==> config.mk <==
export PLATFORM = sky130hd
export DESIGN_NAME = rhce_front
export DESIGN_NICKNAME = d
export VERILOG_FILES = /design/src/hdl/rhce_pkg.sv /design/src/hdl/rhce_front.sv
export SDC_FILE = /design/constraint.sdc
export NUM_CORES = 1
export LEC_CHECK = 0
export BUFFER_PORTS_ARGS = -buffer_cell sky130_fd_sc_hd__buf_4
export CAP_MARGIN = 30
export CELL_PAD_IN_SITES_DETAIL_PLACEMENT = 0
export CELL_PAD_IN_SITES_GLOBAL_PLACEMENT = 1
export CORE_ASPECT_RATIO = 1.1
export CORE_MARGIN = 3
export CORE_UTILIZATION = 43
export CTS_CLUSTER_DIAMETER = 150
export DETAILED_ROUTE_END_ITERATION = 8
export GPL_TIMING_DRIVEN = 0
export PLACE_DENSITY_LB_ADDON = 0.1
export SYNTH_ARGS = -nofsm -noshare
export SYNTH_HDL_FRONTEND = slang
export SYNTH_SLANG_ARGS = --single-unit
==> constraint.sdc <==
create_clock -name i_clk -period 2.3 [get_ports i_clk]
set_input_delay 0.46 -clock i_clk [delete_from_list [all_inputs] [get_ports i_clk]]
set_output_delay 0.46 -clock i_clk [all_outputs]
set_load 0.02 [all_outputs]
==> src/hdl/rhce_pkg.sv <==
// shared types and constants for the rgb histogram equalizer
// no dependencies
package rhce_pkg;

    localparam int unsigned LEVEL_W = 9;
    localparam int unsigned CNT_W   = 24;

    typedef enum logic [1:0] {
        KIND_ADD    = 2'd0,
        KIND_FINISH = 2'd1,
        KIND_READ   = 2'd2,
        KIND_CLEAR  = 2'd3
    } t_kind;

    typedef enum logic [1:0] {
        ST_OK        = 2'd0,
        ST_RANGE     = 2'd1,
        ST_UNFINISH  = 2'd2,
        ST_SATURATED = 2'd3
    } t_status;

    typedef struct packed {
        logic [1:0] kind;
        logic [7:0] red;
        logic [7:0] green;
        logic [7:0] blue;
        logic [1:0] channel;
        logic [7:0] bin_index;
    } t_in_item;

    typedef struct packed {
        logic [CNT_W-1:0]   bin_count;
        logic [CNT_W-1:0]   cumulative_count;
        logic [LEVEL_W-1:0] equalized_level;
        logic [CNT_W-1:0]   channel_min;
        logic [CNT_W-1:0]   channel_max;
        logic [CNT_W-1:0]   total_pixels;
        logic [1:0]         status;
    } t_out_item;

endpackage

==> src/hdl/rhce_front.sv <==
// front end: accepts requests and queues them for the engine
// depends on rhce_pkg
module rhce_front (
    input  logic              i_clk,
    input  logic              i_rst_n,
    input  logic              i_valid,
    output logic              o_ready,
    input  rhce_pkg::t_in_item i_item,
    output logic              o_q_valid,
    input  logic              i_q_pop,
    output rhce_pkg::t_in_item o_q_item
);
    import rhce_pkg::*;

    // two-entry request queue
    t_in_item   r_mem [2];
    logic       r_wp, r_rp;
    logic [1:0] r_cnt;
    logic       w_push;

    assign o_ready   = (r_cnt != 2'd2);
    assign w_push    = i_valid && o_ready;
    assign o_q_valid = (r_cnt != 2'd0);
    assign o_q_item  = r_mem[r_rp];

    always_ff @(posedge i_clk) begin
        if (w_push) begin
            r_mem[r_wp] <= i_item;
        end
        if (!i_rst_n) begin
            r_wp  <= 1'b0;
            r_rp  <= 1'b0;
            r_cnt <= 2'd0;
        end else begin
            if (w_push) r_wp <= ~r_wp;
            if (i_q_pop) r_rp <= ~r_rp;
            r_cnt <= r_cnt + {1'b0, w_push} - {1'b0, i_q_pop};
        end
    end
endmodule

==> results.yml, run 1 <==
hold_path:
  hp-start: "i_item[11]"
  min_path_type: "in -> reg"
drt:
  wl_um: 4801
  first_pass_iters: 4
  wire_per_inst_um: 15.29
  vias: 1517
  drc_errors: 0
  drtIter0Drc: 82
  viasPerCell: 4.831
  antenna_left: 0
synthesis:
  synth_warnings: 0
  ys_seq_elements: 77
  synth.largest_area_cell: "edfxtp_1"
  seq_area_frac_synth: 0.7875
  synth.area.top_cells: "edfxtp_1, mux2_2, dfxtp_1"
  synth_top_area_frac: 0.7526
  synthCells: 140
  synth.distinct_cells: 23
  syn_avg_cell_area_um2: 20.52
  syn_nets: 181
  synth_area_um2: 2873
cts:
  root_buffer: "clkbuf_8"
  clock_latency_ns: 0.33
  cts_resized: 0
  cts_tree: "done"
  h-tree-depth: 3
  hold_buffers: 0
  cts_setup_buffers: 0
  numCtsBuffers: 9
  path_clk_slew_ns: 0.07
  cts_buffer_depth: 2
  cts_sinks: 77
grt:
  antenna_found_initial: 0
  grt_max_degree: 37
  grt_pass1_vias: 1628
  grt-ovfl-total: 0
  grt_pass1_wl_um: 7714
  grt_usage: 0.1323
placed_design:
  placed_area_um2: 3580
  dp_hpwl_um: 3389
  post-place-ws_ns: 0.3501
  io_buffers: 77
  dp_cells: 298
  gp_congestion: 0.6587
cells_and_area:
  postLayoutCellArea_um2: 3784
  mostFrequentLayoutCells: "buf_4, edfxtp_1, mux2_2"
  drive_gt1_frac: 0.5726
  final_common_cell: "buf_4"
  layoutNonFillerInstCount: 314
  postLayoutCoreUtil: 0.6000
  num_antenna_cells: 0
  area_growth_pct: 31.71
  nets: 270
outcome:
  outcome: "finished, final reports clean"
power:
  leakagePower_uw: 0.001440
  power_frac_clock: 0.309
  seqPwrFrac: 0.512
  powerDensity_nw_per_um2: 880.6
  p_sw_uw: 774.9
  combPwrFrac: 0.179
  p_int_uw: 2557
  swShare: 0.2326
  ir_drop_v: 0.0007935
setup_path:
  critical-path-max-stage-delay_ns: 0.35
  r2r-start: "r_cnt[0]"
  start_kind: "flip-flop"
  crit_required_ns: 1.84
  cp-end-kind: "primary output"
  cp_max_fo: 10
  rrSetupSlack_ns: 0.40
  worstPathCellList: "buf_2, buf_6, mux2_2, buf_4"
  arrival_ns: 1.58
  critPathSlowestCell: "mux2_2"
  worstSetupPathType: "reg -> out"
  critPathBufInv: 3
  crit_family: "buffers and inverters"
timing:
  timing.final.ws_setup_ns: 0.2561
  relSlewSlack: 0.3991
  finalSetupViolations: 0
  skew_ns: 0.005867
  finalHoldViolCount: 0
  rsz0062_at_grt: "no"
  fin_crit_sh: 0.8886
  tightest_slew_ns: 0.9004
  fin_crit_ns: 2.044
  slew_viol_final: 0
  fmax_ghz: 0.4893
  setup_tns_ns: 0
floorplanning:
  fp.dieH_um: 91.73
  core_area_um2: 6306
  die-area_um2: 7698
  row_count: 30
  io-pin-count: 78
  initial_core_util: 0.4556
  die_w_um: 83.93
flow_run:
  cap_viol_max_count: 0
==> through the flow <==
stage	total power (uW)	hold WS [ns]
after floorplan	2070	0.5180
after global placement	2307	0.5319
after detailed placement	2347	0.5478
after CTS	3375	0.2908
after global routing	3490	0.2855
final	3332	0.3101
==> kinds of logic (layout without fill, tap and decap cells) <==
family	after synthesis	in the layout	share of synthesized area
compound gates	5	5	0.01568
xor+xnor	2	2	0.006099
fa+ha+maj	1	1	0.004355
buf+inv	6	100	0.01611
flops	77	77	0.7875
mux	37	37	0.1446
simple gates	12	12	0.02570
==> Yosys cell counts, drive strengths merged <==
cell type and instances:
edfxtp 72, mux2 36, dfxtp 5, buf 4
and2 3, a21boi 2, inv 2, nand2 2
nand3b 2, a211o 1, a211oi 1, a21bo 1
and3 1, ha 1, mux2i 1, nand2b 1
nand3 1, nor4b 1, or2 1, xnor2 1
xor2 1
==> flip-flops by register name, summed over array words and instances (netlist names), named ones only <==
register,cells
r_mem,72
r_wp,1
r_cnt,2
r_rp,1
==> power groups by stage <==
stage	combinational [uW]	clock (uW)	sequential, uW
2_1_floorplan	341	0	1730
3_3_place_gp	573	0	1730
3_5_place_dp	608	0	1740
4_1_cts	611	1060	1710
5_1_grt	641	1130	1720
6_report	597	1030	1710
==> worst paths after layout <==
kind / to / depth (start not counted)
setup reg to reg: r_mem[0][34] / 4
setup / recovery: o_q_item[12] / 4
hold reg to reg: r_wp / 2
hold / removal: r_mem[0][11] / 1
==> metal layers <==
metal,vias to the layer above,track usage,routed length [um]
met5,-,0,0
met4,0,0.07909,81
met3,8,0.03504,289
met2,53,0.2328,2620
met1,728,0.1416,1809
li1,728,-,-
==> area by class of cell <==
cell class,count,area (um2)
plain buffers,4,38.79
clock buffers,9,123.9
clock inverters,7,80.08
fillers,488,2522
inverters,2,7.507
multi-input cells,57,565.5
flip-flops and latches,77,2262
well taps,80,100.1
repair buffers,78,605.6
Note: power is estimated with default switching activity, not from simulation.
==> run 2, diff against run 1 <==
--- a/config.mk
+++ b/config.mk
@@ -6,16 +6,17 @@
 export NUM_CORES = 1
 export LEC_CHECK = 0
 export BUFFER_PORTS_ARGS = -buffer_cell sky130_fd_sc_hd__buf_4
-export CAP_MARGIN = 30
+export CAP_MARGIN = 25
 export CELL_PAD_IN_SITES_DETAIL_PLACEMENT = 0
 export CELL_PAD_IN_SITES_GLOBAL_PLACEMENT = 1
-export CORE_ASPECT_RATIO = 1.1
+export CORE_ASPECT_RATIO = 1.75
 export CORE_MARGIN = 3
 export CORE_UTILIZATION = 43
 export CTS_CLUSTER_DIAMETER = 150
 export DETAILED_ROUTE_END_ITERATION = 8
 export GPL_TIMING_DRIVEN = 0
 export PLACE_DENSITY_LB_ADDON = 0.1
+export SLEW_MARGIN = 40
 export SYNTH_ARGS = -nofsm -noshare
 export SYNTH_HDL_FRONTEND = slang
 export SYNTH_SLANG_ARGS = --single-unit
==> results.yml, run 2 (synthesis results as in run 1) <==
power:
  seqPwrFrac: 0.553
  combPwrFrac: 0.191
  swShare: 0.2430
  p_sw_uw: 751.2
  powerDensity_nw_per_um2: 828.6
  ir_drop_v: 0.0005327
  leakagePower_uw: 0.001411
  p_int_uw: 2340
  power_frac_clock: 0.257
cells_and_area:
  mostFrequentLayoutCells: "buf_4, edfxtp_1, mux2_2"
  nets: 270
  regArea_um2: 2262
  largest_reg_flops: 72
  area_growth_pct: 29.88
  reg_top3: "r_mem: 72 flops, r_cnt: 2 flops"
  num_antenna_cells: 0
  regMostFlops: "r_mem"
  final_common_cell: "buf_4"
  drive_gt1_frac: 0.5684
  postLayoutCellArea_um2: 3731
  layoutNonFillerInstCount: 314
  nFillCells: 505
  multi_input_area_um2: 565.5
placed_design:
  io_buffers: 77
  dp_hpwl_um: 3469
  dp_cells: 298
  gp_congestion: 0.6139
  placed_area_um2: 3580
floorplanning:
  die_w_um: 67.79
  row_count: 38
  io-pin-count: 78
  initial_core_util: 0.4543
  core_area_um2: 6324
  fp.dieH_um: 114.1
  die-area_um2: 7736
drt:
  drtIter0Drc: 70
  vias: 1519
  drc_errors: 0
  antenna_left: 0
  wl_um: 4856
  viasPerCell: 4.838
  first_pass_iters: 4
  wire_per_inst_um: 15.46
setup_path:
  crit_required_ns: 1.84
  cp-end-kind: "primary output"
  critPathSlowestCell: "mux2_2"
  cp_max_fo: 10
  critical-path-max-stage-delay_ns: 0.35
  worstPathCellList: "buf_2, buf_6, mux2_2, buf_4"
  arrival_ns: 1.56
  rrSetupSlack_ns: 0.55
  worstSetupPathType: "reg -> out"
  start_kind: "flip-flop"
grt:
  grt_max_degree: 37
  grt_pass1_wl_um: 7383
  grt_pass1_vias: 1661
  antenna_found_initial: 0
  grt-ovfl-total: 0
  grt_usage: 0.1361
timing:
  hold_ws_ns: 0.3117
  relSlewSlack: 0.4769
  skew_ns: 0.003914
  fin_crit_ns: 2.018
  fmax_ghz: 0.4956
  finalSetupViolations: 0
  tightest_slew_ns: 0.7835
  setup_tns_ns: 0
  fin_crit_sh: 0.8773
  slew_viol_final: 0
  rsz0062_at_grt: "no"
  finalHoldViolCount: 0
cts:
  clock_latency_ns: 0.33
  cts_resized: 0
  numCtsBuffers: 9
  path_clk_slew_ns: 0.07
  cts_tree: "done"
  hold_buffers: 0
  root_buffer: "clkbuf_8"
  cts_setup_buffers: 0
  cts_sinks: 77
  cts_buffer_depth: 2
  h-tree-depth: 3
flow_run:
  cap_viol_max_count: 0
hold_path:
  min_path_type: "in -> reg"
outcome:
  outcome: "finished, final reports clean"
[run 2: changes by cell type in the layout (fill, tap and decap cells not counted), sizes merged]
| cell | before | now |
|---|---|---|
| clkinv | 5 | 3 |
| bufinv | 2 | 0 |
| clkbuf | 9 | 13 |
[run 2: final timing paths]
kind / from / endpoint / cells after the start
worst max-delay path: flip-flop / o_q_item[26] / 4
worst min-delay path: i_item[20] / r_mem[0][20] / 1
worst max register to register: r_cnt[0] / r_mem[0][13] / 3
worst min register to register: r_wp / r_wp / 2
[run 2: area by class of cell]
type / instances / area share
clock buffers: 13 / 0.03722
clock inverters: 3 / 0.003353
multi-input cells: 57 / 0.1516
flip-flops and latches: 77 / 0.6063
plain buffers: 4 / 0.01040
well taps: 80 / 0.02683
inverters: 2 / 0.002012
repair buffers: 78 / 0.1623
[run 2: layer usage]
layer	routed length [um]	up-vias	part of all wire	track usage
met3	335	11	0.069	0.03831
li1	-	722	-	-
met2	2826	55	0.58	0.2557
met4	139	0	0.029	0.09163
met5	0	-	0	0
met1	1555	731	0.32	0.1143
[run 2: worst max-delay path, delay by kind of cell (launching register included)]
family,cells,cell delay [ns]
DFF,1,0.30
muxes,1,0.35
buffers and inverters,3,0.58
[run 2: per-stage QoR]
step | util | setup WS (ns) | power, uW
6_report | 0.5900 | 0.2821 | 3092
5_1_grt | 0.5900 | 0.1740 | 3243
4_1_cts | 0.5900 | 0.2280 | 3149
3_5_place_dp | 0.5661 | 0.5286 | 2342
3_3_place_gp | 0.5615 | 0.003261 | 2309
2_1_floorplan | - | 0.2684 | 2070
[run 2: power groups by stage]
stage	combinational [uW]	sequential, uW	clock [uW]
after floorplan	341	1730	0
after global placement	575	1730	0
final	589	1710	794
after global routing	635	1720	891
after detailed placement	603	1740	0
after CTS	605	1710	835
